--- src/rtl/qhcp_pkg.sv ---
// Shared types and constants of the QUIC header connection ID parser.
// No dependencies; imported by every module.
`timescale 1ns / 1ps

package qhcp_pkg;

  // Result type codes
  localparam logic [1:0] RT_DEST_ID = 2'd0;
  localparam logic [1:0] RT_SRC_ID  = 2'd1;
  localparam logic [1:0] RT_STATUS  = 2'd2;

  // Verdict codes carried by a status result
  localparam logic [1:0] VERDICT_OK   = 2'd0;
  localparam logic [1:0] VERDICT_POLL = 2'd1;
  localparam logic [1:0] VERDICT_ERR  = 2'd2;

  // Reset value of the short header ID length register
  localparam logic [4:0] SHORT_CID_LEN_RST = 5'd8;

  // Command queue between front and back
  localparam int Q_DEPTH = 4;
  localparam int Q_PTR_W = $clog2(Q_DEPTH);
  localparam int Q_CNT_W = $clog2(Q_DEPTH + 1);

  // One queue entry: the work one input beat leaves for the back end
  typedef struct packed {
    logic       has_id;
    logic [1:0] id_type;
    logic [7:0] id_byte;
    logic [4:0] id_index;
    logic       has_status;
    logic [1:0] verdict;
    logic [4:0] dest_len;
    logic [4:0] src_len;
  } qhcp_cmd_t;

endpackage

--- src/rtl/qhcp_if.sv ---
// Valid/ready channel interfaces for packet bytes in and parse results out.
// Does not import qhcp_pkg; its widths match the command fields there.
`timescale 1ns / 1ps

interface qhcp_in_if;
  logic       valid;
  logic       ready;
  logic [7:0] data_byte;
  logic       end_of_packet;

  modport source (output valid, output data_byte, output end_of_packet, input ready);
  modport sink   (input valid, input data_byte, input end_of_packet, output ready);
endinterface

interface qhcp_out_if;
  logic       valid;
  logic       ready;
  logic [1:0] result_type;
  logic [7:0] id_byte;
  logic [4:0] id_index;
  logic [1:0] verdict;
  logic [4:0] dest_id_len;
  logic [4:0] src_id_len;
  logic       run_last;

  modport source (output valid, output result_type, output id_byte, output id_index,
                  output verdict, output dest_id_len, output src_id_len,
                  output run_last, input ready);
  modport sink   (input valid, input result_type, input id_byte, input id_index,
                  input verdict, input dest_id_len, input src_id_len,
                  input run_last, output ready);
endinterface

--- src/rtl/quic_header_cid_parser_unit.sv ---
// Top level of the QUIC header connection ID parser.
// Uses qhcp_pkg, qhcp_if, qhcp_front, qhcp_queue and qhcp_back.
`timescale 1ns / 1ps

// The parser takes one packet byte per cycle and never stalls on its own:
// in_ch.ready drops only when the four-entry command queue is full. Each ID
// byte passes through the queue and the back end's output register as a result
// beat; the packet's last byte adds a status beat (ok, poll or error) carrying
// the destination and source ID lengths found. The single output register
// sends one result per cycle while out_ch.ready is high, so a last byte that
// also carries an ID byte gives an ID beat and a status beat, and the queue
// soaks that up. ID bytes are only trustworthy when the status that follows
// says ok. short_cid_len may be written only while no packet is in flight.
module quic_header_cid_parser_unit
  import qhcp_pkg::*;
#(
  parameter int MAX_CID_LEN = 20
) (
  input  logic        clk,
  input  logic        rst,
  qhcp_in_if.sink     in_ch,
  qhcp_out_if.source  out_ch,
  input  logic        cfg_wr_en,
  input  logic [4:0]  cfg_wr_data
);

  logic      q_push;
  logic      q_full;
  logic      q_pop;
  logic      q_valid;
  qhcp_cmd_t q_wdata;
  qhcp_cmd_t q_head;

  qhcp_front #(
    .MAX_CID_LEN (MAX_CID_LEN)
  ) u_front (
    .clk         (clk),
    .rst         (rst),
    .in_ch       (in_ch),
    .cfg_wr_en   (cfg_wr_en),
    .cfg_wr_data (cfg_wr_data),
    .q_full      (q_full),
    .q_push      (q_push),
    .q_data      (q_wdata)
  );

  qhcp_queue u_queue (
    .clk        (clk),
    .rst        (rst),
    .push       (q_push),
    .push_data  (q_wdata),
    .full       (q_full),
    .pop        (q_pop),
    .head_valid (q_valid),
    .head       (q_head)
  );

  qhcp_back u_back (
    .clk        (clk),
    .rst        (rst),
    .head_valid (q_valid),
    .head       (q_head),
    .pop        (q_pop),
    .out_ch     (out_ch)
  );

`ifndef SYNTHESIS
  // Queue never written while full
  a_no_overflow: assert property (@(posedge clk) disable iff (rst)
    !(q_push && q_full))
    else $error("command queue overflow");

  // Commands only come from accepted beats
  a_push_on_accept: assert property (@(posedge clk) disable iff (rst)
    q_push |-> (in_ch.valid && in_ch.ready))
    else $error("queue push without accepted input beat");

  // A status beat always closes its input beat's results
  a_status_last: assert property (@(posedge clk) disable iff (rst)
    (out_ch.valid && out_ch.result_type == RT_STATUS) |-> out_ch.run_last)
    else $error("status beat without run_last");

  // ID bytes stay inside the largest ID
  a_index_range: assert property (@(posedge clk) disable iff (rst)
    (out_ch.valid && out_ch.result_type != RT_STATUS)
      |-> (out_ch.id_index < 5'(MAX_CID_LEN)))
    else $error("ID byte index out of range");
`endif

endmodule

--- src/rtl/qhcp_front.sv ---
// Front end: accepts packet bytes, runs the header parse state machine and
// pushes one command per beat that produces results. Uses qhcp_pkg, qhcp_if.
`timescale 1ns / 1ps

module qhcp_front
  import qhcp_pkg::*;
#(
  parameter int MAX_CID_LEN = 20
) (
  input  logic          clk,
  input  logic          rst,
  qhcp_in_if.sink       in_ch,
  input  logic          cfg_wr_en,
  input  logic [4:0]    cfg_wr_data,
  input  logic          q_full,
  output logic          q_push,
  output qhcp_cmd_t     q_data
);

  typedef enum logic [7:0] {
    PH_FIRST = 8'b0000_0001,
    PH_SHORT = 8'b0000_0010,
    PH_HDR   = 8'b0000_0100,
    PH_DCID  = 8'b0000_1000,
    PH_SLEN  = 8'b0001_0000,
    PH_SCID  = 8'b0010_0000,
    PH_DONE  = 8'b0100_0000,
    PH_POLL  = 8'b1000_0000
  } phase_t;

  // Byte 5 of a long header carries the destination ID length
  localparam logic [4:0] DLEN_POS = 5'd5;
  localparam logic [4:0] MAX_LEN  = 5'(MAX_CID_LEN);

  phase_t     phase, phase_next;
  logic [4:0] pos, pos_next;
  logic [4:0] dlen, dlen_next;
  logic [4:0] slen, slen_next;
  logic       err, err_next;
  logic [4:0] short_cid_len;

  logic       accept;
  logic [7:0] b;
  logic [5:0] pos_inc;
  logic [4:0] eff_len;
  logic       b_too_long;
  logic       has_id;
  logic [1:0] id_type;
  logic [1:0] verdict;

  assign in_ch.ready = !q_full;
  assign accept      = in_ch.valid && in_ch.ready;
  assign b           = in_ch.data_byte;
  assign pos_inc     = {1'b0, pos} + 6'd1;
  assign eff_len     = (short_cid_len > MAX_LEN) ? MAX_LEN : short_cid_len;
  assign b_too_long  = b > 8'(MAX_CID_LEN);

  // Next parse state for the current beat
  always_comb begin
    phase_next = phase;
    pos_next   = pos;
    dlen_next  = dlen;
    slen_next  = slen;
    err_next   = err;
    has_id     = 1'b0;
    id_type    = RT_DEST_ID;
    case (phase)
      PH_FIRST: begin
        if (b[7]) begin
          phase_next = PH_HDR;
          pos_next   = 5'd1;
        end else begin
          dlen_next  = eff_len;
          pos_next   = 5'd0;
          phase_next = (eff_len != 5'd0) ? PH_SHORT : PH_DONE;
        end
      end
      PH_SHORT: begin
        has_id   = 1'b1;
        pos_next = pos_inc[4:0];
        if (pos_inc >= {1'b0, dlen}) phase_next = PH_DONE;
      end
      PH_HDR: begin
        if (pos >= DLEN_POS) begin
          if (b_too_long) begin
            err_next   = 1'b1;
            phase_next = PH_DONE;
          end else begin
            dlen_next  = b[4:0];
            pos_next   = 5'd0;
            phase_next = (b != 8'd0) ? PH_DCID : PH_SLEN;
          end
        end else begin
          pos_next = pos_inc[4:0];
        end
      end
      PH_DCID: begin
        has_id = 1'b1;
        if (pos_inc >= {1'b0, dlen}) begin
          pos_next   = 5'd0;
          phase_next = PH_SLEN;
        end else begin
          pos_next = pos_inc[4:0];
        end
      end
      PH_SLEN: begin
        if (b_too_long) begin
          phase_next = PH_POLL;
        end else begin
          slen_next  = b[4:0];
          pos_next   = 5'd0;
          phase_next = (b != 8'd0) ? PH_SCID : PH_DONE;
        end
      end
      PH_SCID: begin
        has_id   = 1'b1;
        id_type  = RT_SRC_ID;
        pos_next = pos_inc[4:0];
        if (pos_inc >= {1'b0, slen}) phase_next = PH_DONE;
      end
      default: begin
      end
    endcase
  end

  // Status verdict as the packet stands after this beat
  always_comb begin
    if (err_next)                 verdict = VERDICT_ERR;
    else if (phase_next == PH_POLL) verdict = VERDICT_POLL;
    else if (phase_next == PH_DONE) verdict = VERDICT_OK;
    else                          verdict = VERDICT_ERR;
  end

  // Command for the back end
  always_comb begin
    q_push            = accept && (has_id || in_ch.end_of_packet);
    q_data.has_id     = has_id;
    q_data.id_type    = id_type;
    q_data.id_byte    = b;
    q_data.id_index   = pos;
    q_data.has_status = in_ch.end_of_packet;
    q_data.verdict    = verdict;
    q_data.dest_len   = dlen_next;
    q_data.src_len    = slen_next;
  end

  // Parse state; cleared after every status
  always_ff @(posedge clk) begin
    if (rst) begin
      phase <= PH_FIRST;
      pos   <= 5'd0;
      dlen  <= 5'd0;
      slen  <= 5'd0;
      err   <= 1'b0;
    end else if (accept) begin
      if (in_ch.end_of_packet) begin
        phase <= PH_FIRST;
        pos   <= 5'd0;
        dlen  <= 5'd0;
        slen  <= 5'd0;
        err   <= 1'b0;
      end else begin
        phase <= phase_next;
        pos   <= pos_next;
        dlen  <= dlen_next;
        slen  <= slen_next;
        err   <= err_next;
      end
    end
  end

  // Short header ID length register
  always_ff @(posedge clk) begin
    if (rst) begin
      short_cid_len <= SHORT_CID_LEN_RST;
    end else if (cfg_wr_en) begin
      short_cid_len <= cfg_wr_data;
    end
  end

endmodule

--- src/rtl/qhcp_queue.sv ---
// Small command queue between front and back end, register based.
// Uses qhcp_pkg for the entry type and depth.
`timescale 1ns / 1ps

module qhcp_queue
  import qhcp_pkg::*;
(
  input  logic      clk,
  input  logic      rst,
  input  logic      push,
  input  qhcp_cmd_t push_data,
  output logic      full,
  input  logic      pop,
  output logic      head_valid,
  output qhcp_cmd_t head
);

  localparam logic [Q_PTR_W-1:0] LAST_PTR = Q_PTR_W'(Q_DEPTH - 1);

  qhcp_cmd_t          entries [Q_DEPTH];
  logic [Q_PTR_W-1:0] wr_ptr;
  logic [Q_PTR_W-1:0] rd_ptr;
  logic [Q_CNT_W-1:0] count;

  assign full       = count == Q_CNT_W'(Q_DEPTH);
  assign head_valid = count != '0;
  assign head       = entries[rd_ptr];

  // Pointers and fill level
  always_ff @(posedge clk) begin
    if (rst) begin
      wr_ptr <= '0;
      rd_ptr <= '0;
      count  <= '0;
    end else begin
      if (push) wr_ptr <= (wr_ptr == LAST_PTR) ? '0 : wr_ptr + 1'b1;
      if (pop)  rd_ptr <= (rd_ptr == LAST_PTR) ? '0 : rd_ptr + 1'b1;
      if (push && !pop)      count <= count + 1'b1;
      else if (pop && !push) count <= count - 1'b1;
    end
  end

  // Entry storage
  always_ff @(posedge clk) begin
    if (push) entries[wr_ptr] <= push_data;
  end

endmodule

--- src/rtl/qhcp_back.sv ---
// Back end: expands each queued command into one or two result beats
// through a single output register. Uses qhcp_pkg, qhcp_if.
`timescale 1ns / 1ps

module qhcp_back
  import qhcp_pkg::*;
(
  input  logic      clk,
  input  logic      rst,
  input  logic      head_valid,
  input  qhcp_cmd_t head,
  output logic      pop,
  qhcp_out_if.source out_ch
);

  logic out_valid;
  logic id_done;   // ID beat of the head already sent, status pending
  logic can_load;
  logic emit_id;

  assign out_ch.valid = out_valid;
  assign can_load     = !out_valid || out_ch.ready;
  assign emit_id      = head.has_id && !id_done;
  assign pop          = can_load && head_valid && (!emit_id || !head.has_status);

  // Control
  always_ff @(posedge clk) begin
    if (rst) begin
      out_valid <= 1'b0;
      id_done   <= 1'b0;
    end else if (can_load) begin
      out_valid <= head_valid;
      if (head_valid) id_done <= emit_id && head.has_status;
    end
  end

  // Result payload
  always_ff @(posedge clk) begin
    if (can_load && head_valid) begin
      if (emit_id) begin
        out_ch.result_type <= head.id_type;
        out_ch.id_byte     <= head.id_byte;
        out_ch.id_index    <= head.id_index;
        out_ch.verdict     <= VERDICT_OK;
        out_ch.dest_id_len <= 5'd0;
        out_ch.src_id_len  <= 5'd0;
        out_ch.run_last    <= !head.has_status;
      end else begin
        out_ch.result_type <= RT_STATUS;
        out_ch.id_byte     <= 8'd0;
        out_ch.id_index    <= 5'd0;
        out_ch.verdict     <= head.verdict;
        out_ch.dest_id_len <= head.dest_len;
        out_ch.src_id_len  <= head.src_len;
        out_ch.run_last    <= 1'b1;
      end
    end
  end

endmodule
--- src/flat_wrapper.sv ---
// flat-port wrapper written by rule: the top's interface ports become plain ports
module quic_header_cid_parser_unit_flat import qhcp_pkg::*;
#(
  parameter int MAX_CID_LEN = 20
)
  (clk, rst, cfg_wr_en, cfg_wr_data, in_ch_valid, in_ch_data_byte, in_ch_end_of_packet, in_ch_ready, out_ch_valid, out_ch_result_type, out_ch_id_byte, out_ch_id_index, out_ch_verdict, out_ch_dest_id_len, out_ch_src_id_len, out_ch_run_last, out_ch_ready);
  qhcp_in_if in_ch_i ();
  qhcp_out_if out_ch_i ();
  input  logic clk;
  input  logic rst;
  input  logic cfg_wr_en;
  input  logic [4:0] cfg_wr_data;
  input wire logic [$bits(in_ch_i.valid)-1:0] in_ch_valid;
  input wire logic [$bits(in_ch_i.data_byte)-1:0] in_ch_data_byte;
  input wire logic [$bits(in_ch_i.end_of_packet)-1:0] in_ch_end_of_packet;
  output wire logic [$bits(in_ch_i.ready)-1:0] in_ch_ready;
  output wire logic [$bits(out_ch_i.valid)-1:0] out_ch_valid;
  output wire logic [$bits(out_ch_i.result_type)-1:0] out_ch_result_type;
  output wire logic [$bits(out_ch_i.id_byte)-1:0] out_ch_id_byte;
  output wire logic [$bits(out_ch_i.id_index)-1:0] out_ch_id_index;
  output wire logic [$bits(out_ch_i.verdict)-1:0] out_ch_verdict;
  output wire logic [$bits(out_ch_i.dest_id_len)-1:0] out_ch_dest_id_len;
  output wire logic [$bits(out_ch_i.src_id_len)-1:0] out_ch_src_id_len;
  output wire logic [$bits(out_ch_i.run_last)-1:0] out_ch_run_last;
  input wire logic [$bits(out_ch_i.ready)-1:0] out_ch_ready;
  assign in_ch_i.valid = in_ch_valid;
  assign in_ch_i.data_byte = in_ch_data_byte;
  assign in_ch_i.end_of_packet = in_ch_end_of_packet;
  assign in_ch_ready = in_ch_i.ready;
  assign out_ch_valid = out_ch_i.valid;
  assign out_ch_result_type = out_ch_i.result_type;
  assign out_ch_id_byte = out_ch_i.id_byte;
  assign out_ch_id_index = out_ch_i.id_index;
  assign out_ch_verdict = out_ch_i.verdict;
  assign out_ch_dest_id_len = out_ch_i.dest_id_len;
  assign out_ch_src_id_len = out_ch_i.src_id_len;
  assign out_ch_run_last = out_ch_i.run_last;
  assign out_ch_i.ready = out_ch_ready;
  quic_header_cid_parser_unit #(.MAX_CID_LEN(MAX_CID_LEN)) u_core (.clk(clk), .rst(rst), .in_ch(in_ch_i), .out_ch(out_ch_i), .cfg_wr_en(cfg_wr_en), .cfg_wr_data(cfg_wr_data));
endmodule
--- config.mk ---
export PLATFORM = sky130hd
export DESIGN_NAME = quic_header_cid_parser_unit_flat
export DESIGN_NICKNAME = d
export VERILOG_FILES = /design/src/rtl/qhcp_pkg.sv /design/src/rtl/qhcp_if.sv /design/src/rtl/quic_header_cid_parser_unit.sv /design/src/rtl/qhcp_front.sv /design/src/rtl/qhcp_queue.sv /design/src/rtl/qhcp_back.sv /design/src/flat_wrapper.sv
export SDC_FILE = /design/constraint.sdc
export NUM_CORES = 1
export LEC_CHECK = 0
export BUFFER_PORTS_ARGS = -buffer_cell sky130_fd_sc_hd__buf_2
export CORE_MARGIN = 8
export CORE_UTILIZATION = 50
export DETAILED_ROUTE_END_ITERATION = 16
export GPL_ROUTABILITY_DRIVEN = 0
export PLACE_DENSITY = 0.68
export SYNTH_ARGS = -nofsm -noshare
export SYNTH_HDL_FRONTEND = slang
export SYNTH_SLANG_ARGS = --single-unit
--- constraint.sdc ---
create_clock -name clk -period 10.5 [get_ports clk]
set_clock_uncertainty 0.05 [all_clocks]
set_input_delay 2.625 -clock clk [delete_from_list [all_inputs] [get_ports clk]]
set_output_delay 2.625 -clock clk [all_outputs]
set_load 0.02 [all_outputs]
==> reports/results.tsv <==
stage	metric	value	unit
global_routing	grt_pass1_vias	4701	
drt	num_vias	4623	
sta	finalSetupTns	0	ns
pwr	p_leak	3.143	nW
yosys	synthDistinctLibCells	60	
floorplanning	core	15150	um^2
finish	fin_nets	623	
critical_path	worstPathMaxFanout	30	
critical_path	setup.worst_path.start_class	input port	
yosys	yosysWarningCount	0	
yosys	synthTopCellsByCount	140 x edfxtp_1, 40 x dfxtp_1, 38 x nor2_1, 35 x nand2_1, 28 x mux4_2	
placement	dp.cells	754	
yosys	synth_area_leader_cell	edfxtp_1	
drt	ant_nets	0	
critical_path	arrival	5.03	ns
yosys	synth_cells	539	
run_status	outcome	finished clean	
drt	routed_wl	15350	um
sta	hold_viol	0	
finish	instances_no_fill	786	
flow_run	maxCapViolCount	0	
clock_tree	root_buffer	clkbuf_16	
critical_path	critPathMaxStageDelay	0.76	ns
finish	nFillCells	1157	
yosys	synth_edf_count	140	
yosys	synth.avg_cell_area	14.29	um^2
clock_tree	tritoncts	yes	
yosys	synthFlopType	edfxtp_1	
finish	drive_gt1_share	20.90	%
yosys	synthTopCellsByArea	edfxtp_1 55%, dfxtp_1 10%, mux4_2 8.2%	
yosys	netlist_area	7701	um^2
global_routing	grt_max_degree	31	
yosys	syn-num-nets	577	
sta	worst_pin_slew	1.085	ns
worst_hold_path	hold_path_class	reg2reg	
placement	post-place-ws	5.253	ns
drt	first_pass_iters	5	
floorplanning	die_h	140.1	um
critical_path	worst_path_max_delay_cell	a21oi_4	
global_routing	grt.total_usage	16.38	%
critical_path	rrSetupSlack	6.40	ns
placement	hpwl	9983	um
sta	max_slew_margin	27.69	%
floorplanning	pin_count	49	
clock_tree	clkLatencyLatePin	0.44	ns
yosys	synthArstFlopShare	0	%
global_routing	grt_pass1_wl	24650	um
yosys	ys_ff_latch	180	
pwr	cellPowerDensity	235.5	nW/um^2
critical_path	path_class	in2reg	
drt	drtIter0Drc	468	
clock_tree	holdBufCountCts	0	
floorplanning	num_rows	45	
clock_tree	clock_sinks	180	
clock_tree	post-cts-setup-buffer-count	0	
critical_path	cp.required	10.81	ns
clock_tree	post_cts_resize_count	0	
clock_tree	cts_buffer_depth	2	
global_routing	overflow	0	
critical_path	crit_buf_inv	3	
sta	drv_slew	0	
sta	period_needed	4.720	ns
clock_tree	htree_levels	4	
drt	viasPerCell	5.882	
global_routing	antenna_found_initial	0	
drt	drc	0	
clock_tree	clk_pin_slew_worst_paths	0.07	ns
sta	finalWorstSetupSlack	5.780	ns
floorplanning	start_util	50.85	%
floorplanning	die_w	140.1	um
yosys	synth_top_area_share	54.59	%
clock_tree	cts_made_buffers	17	
pwr	peakVddDrop	0.1291	mV
finish	areaGrowthSynthToFinish	12.77	%
drt	route.detailed.wl_per_inst	19.53	um
placement	numPortBuffers	48	
yosys	synth.most_common_cell	edfxtp_1	
finish	antenna_cells	0	
yosys	ys_seq_area_share	64.99	%
sta	period_share	44.95	%
critical_path	cp_top_family	compound AO/OA/AOI/OAI gates	
critical_path	path_common_cell	inv_1	
sta	max_clock_freq	211.9	MHz
sta	setup_viol	0	
sta	rsz0062_at_grt	no	
floorplanning	dieArea	19630	um^2
critical_path	endpoint_kind	register	
critical_path	worstPathCellList	buf_2 -> inv_1 -> a21oi_4 -> nand2_1 -> ha_1 -> inv_1 -> fa_1 -> xor2_1 -> or3_1 -> a21oi_1	
placed cells by master (no fill, tap or decap), types with 4 or more instances in the layout:
| cell | instances |
|---|---|
| nor3_1 | 10 |
| a22o_1 | 9 |
| a21o_1 | 5 |
| inv_1 | 17 |
| a22oi_1 | 9 |
| clkbuf_16 | 18 |
| mux2i_1 | 9 |
| nand3_1 | 9 |
| buf_2 | 48 |
| nand2b_1 | 7 |
| and3_1 | 4 |
| a21oi_1 | 18 |
| xor2_1 | 4 |
| or2_2 | 4 |
| mux4_2 | 28 |
| xnor2_1 | 4 |
| nor2_1 | 38 |
| ha_1 | 18 |
| edfxtp_1 | 140 |
| o21ai_0 | 14 |
| nor2b_1 | 18 |
| buf_4 | 4 |
| and2_1 | 20 |
| dfxtp_1 | 39 |
| nand2_1 | 35 |
stage by stage:
step | util, % | hold slack, ns | total power [mW] | area [um^2]
2_1_floorplan | - | 0.3996 | 1.321 | 7701
3_3_place_gp | 53.59 | 0.4187 | 1.453 | 8117
3_5_place_dp | 53.59 | 0.4399 | 1.468 | 8117
4_1_cts | 57.34 | 0.4564 | 2.072 | 8685
5_1_grt | 57.34 | 0.4792 | 2.144 | 8685
6_report | 57.34 | 0.4443 | 2.046 | 8685
cell type report:
cell class / instances / area, um^2 / share of cell area (%)
timing repair buffer: 52 / 270.3 / 3.112
sequential: 180 / 5006 / 57.64
inverter: 17 / 63.81 / 0.7348
multi-input combinational: 317 / 2541 / 29.26
tap: 188 / 235.2 / 2.709
clock inverter: 9 / 68.82 / 0.7924
clock buffer: 23 / 499.2 / 5.748
where the power goes:
part	internal, mW	switching [mW]	leakage (nW)
logic	0.197	0.289	1.22
registers	0.898	0.0588	1.64
clock network	0.339	0.265	0.281
total	1.43	0.612	3.14
logic make-up (layout without fill, tap and decap cells):
| kind of cell | count (synthesis) | count (layout) | synth area share, % |
|---|---|---|---|
| xor gates and xnor gates | 8 | 8 | 0.9097 |
| AOI/OAI and AO/OA | 81 | 81 | 7.360 |
| buffers and inverters | 42 | 101 | 2.193 |
| adders and majority gates | 19 | 19 | 3.184 |
| DFF | 180 | 180 | 64.99 |
| and+or+nand+nor | 172 | 172 | 12.01 |
| muxes | 37 | 37 | 9.358 |
tightest hold or removal path: stages, from the launching register on:
cell     delay, ns
dfxtp_1       0.32
mux2i_1       0.06
nor2_1        0.07
flip-flops by register name, summed over array words and instances (netlist names), named ones only:
register	count
u_core.u_queue.entries	112
u_core.u_front.short_cid_len	5
u_core.u_queue.wr_ptr	2
u_core.u_back.out_ch.run_last	1
u_core.u_back.out_ch.id_byte	8
u_core.u_back.id_done	1
u_core.u_queue.count	3
u_core.u_queue.rd_ptr	2
u_core.u_back.out_ch.valid	1
u_core.u_back.out_ch.verdict	2
u_core.u_back.out_ch.id_index	5
u_core.u_front.dlen	5
u_core.u_front.err	1
u_core.u_front.slen	5
u_core.u_back.out_ch.result_type	2
u_core.u_front.pos	5
u_core.u_back.out_ch.dest_id_len	5
u_core.u_back.out_ch.src_id_len	5
u_core.u_front.phase	8
path summary, 6_finish.rpt:
check / from / endpoint / depth (start not counted)
min reg2reg: u_core.u_back.id_done / u_core.u_back.id_done / 2
max reg2reg: register / u_core.u_queue.count[2] / 10
max: out_ch_ready / u_core.u_queue.count[2] / 10
min: u_core.u_back.id_done / u_core.u_back.id_done / 2
metal layers:
metal / part of all wire (%) / GRT usage, %
met2: 47 / 25.79
met1: 44 / 20.49
met3: 5.7 / 4.791
met5: 0 / 0
met4: 2.7 / 7.771
Note: power is estimated with default switching activity, not from simulation.
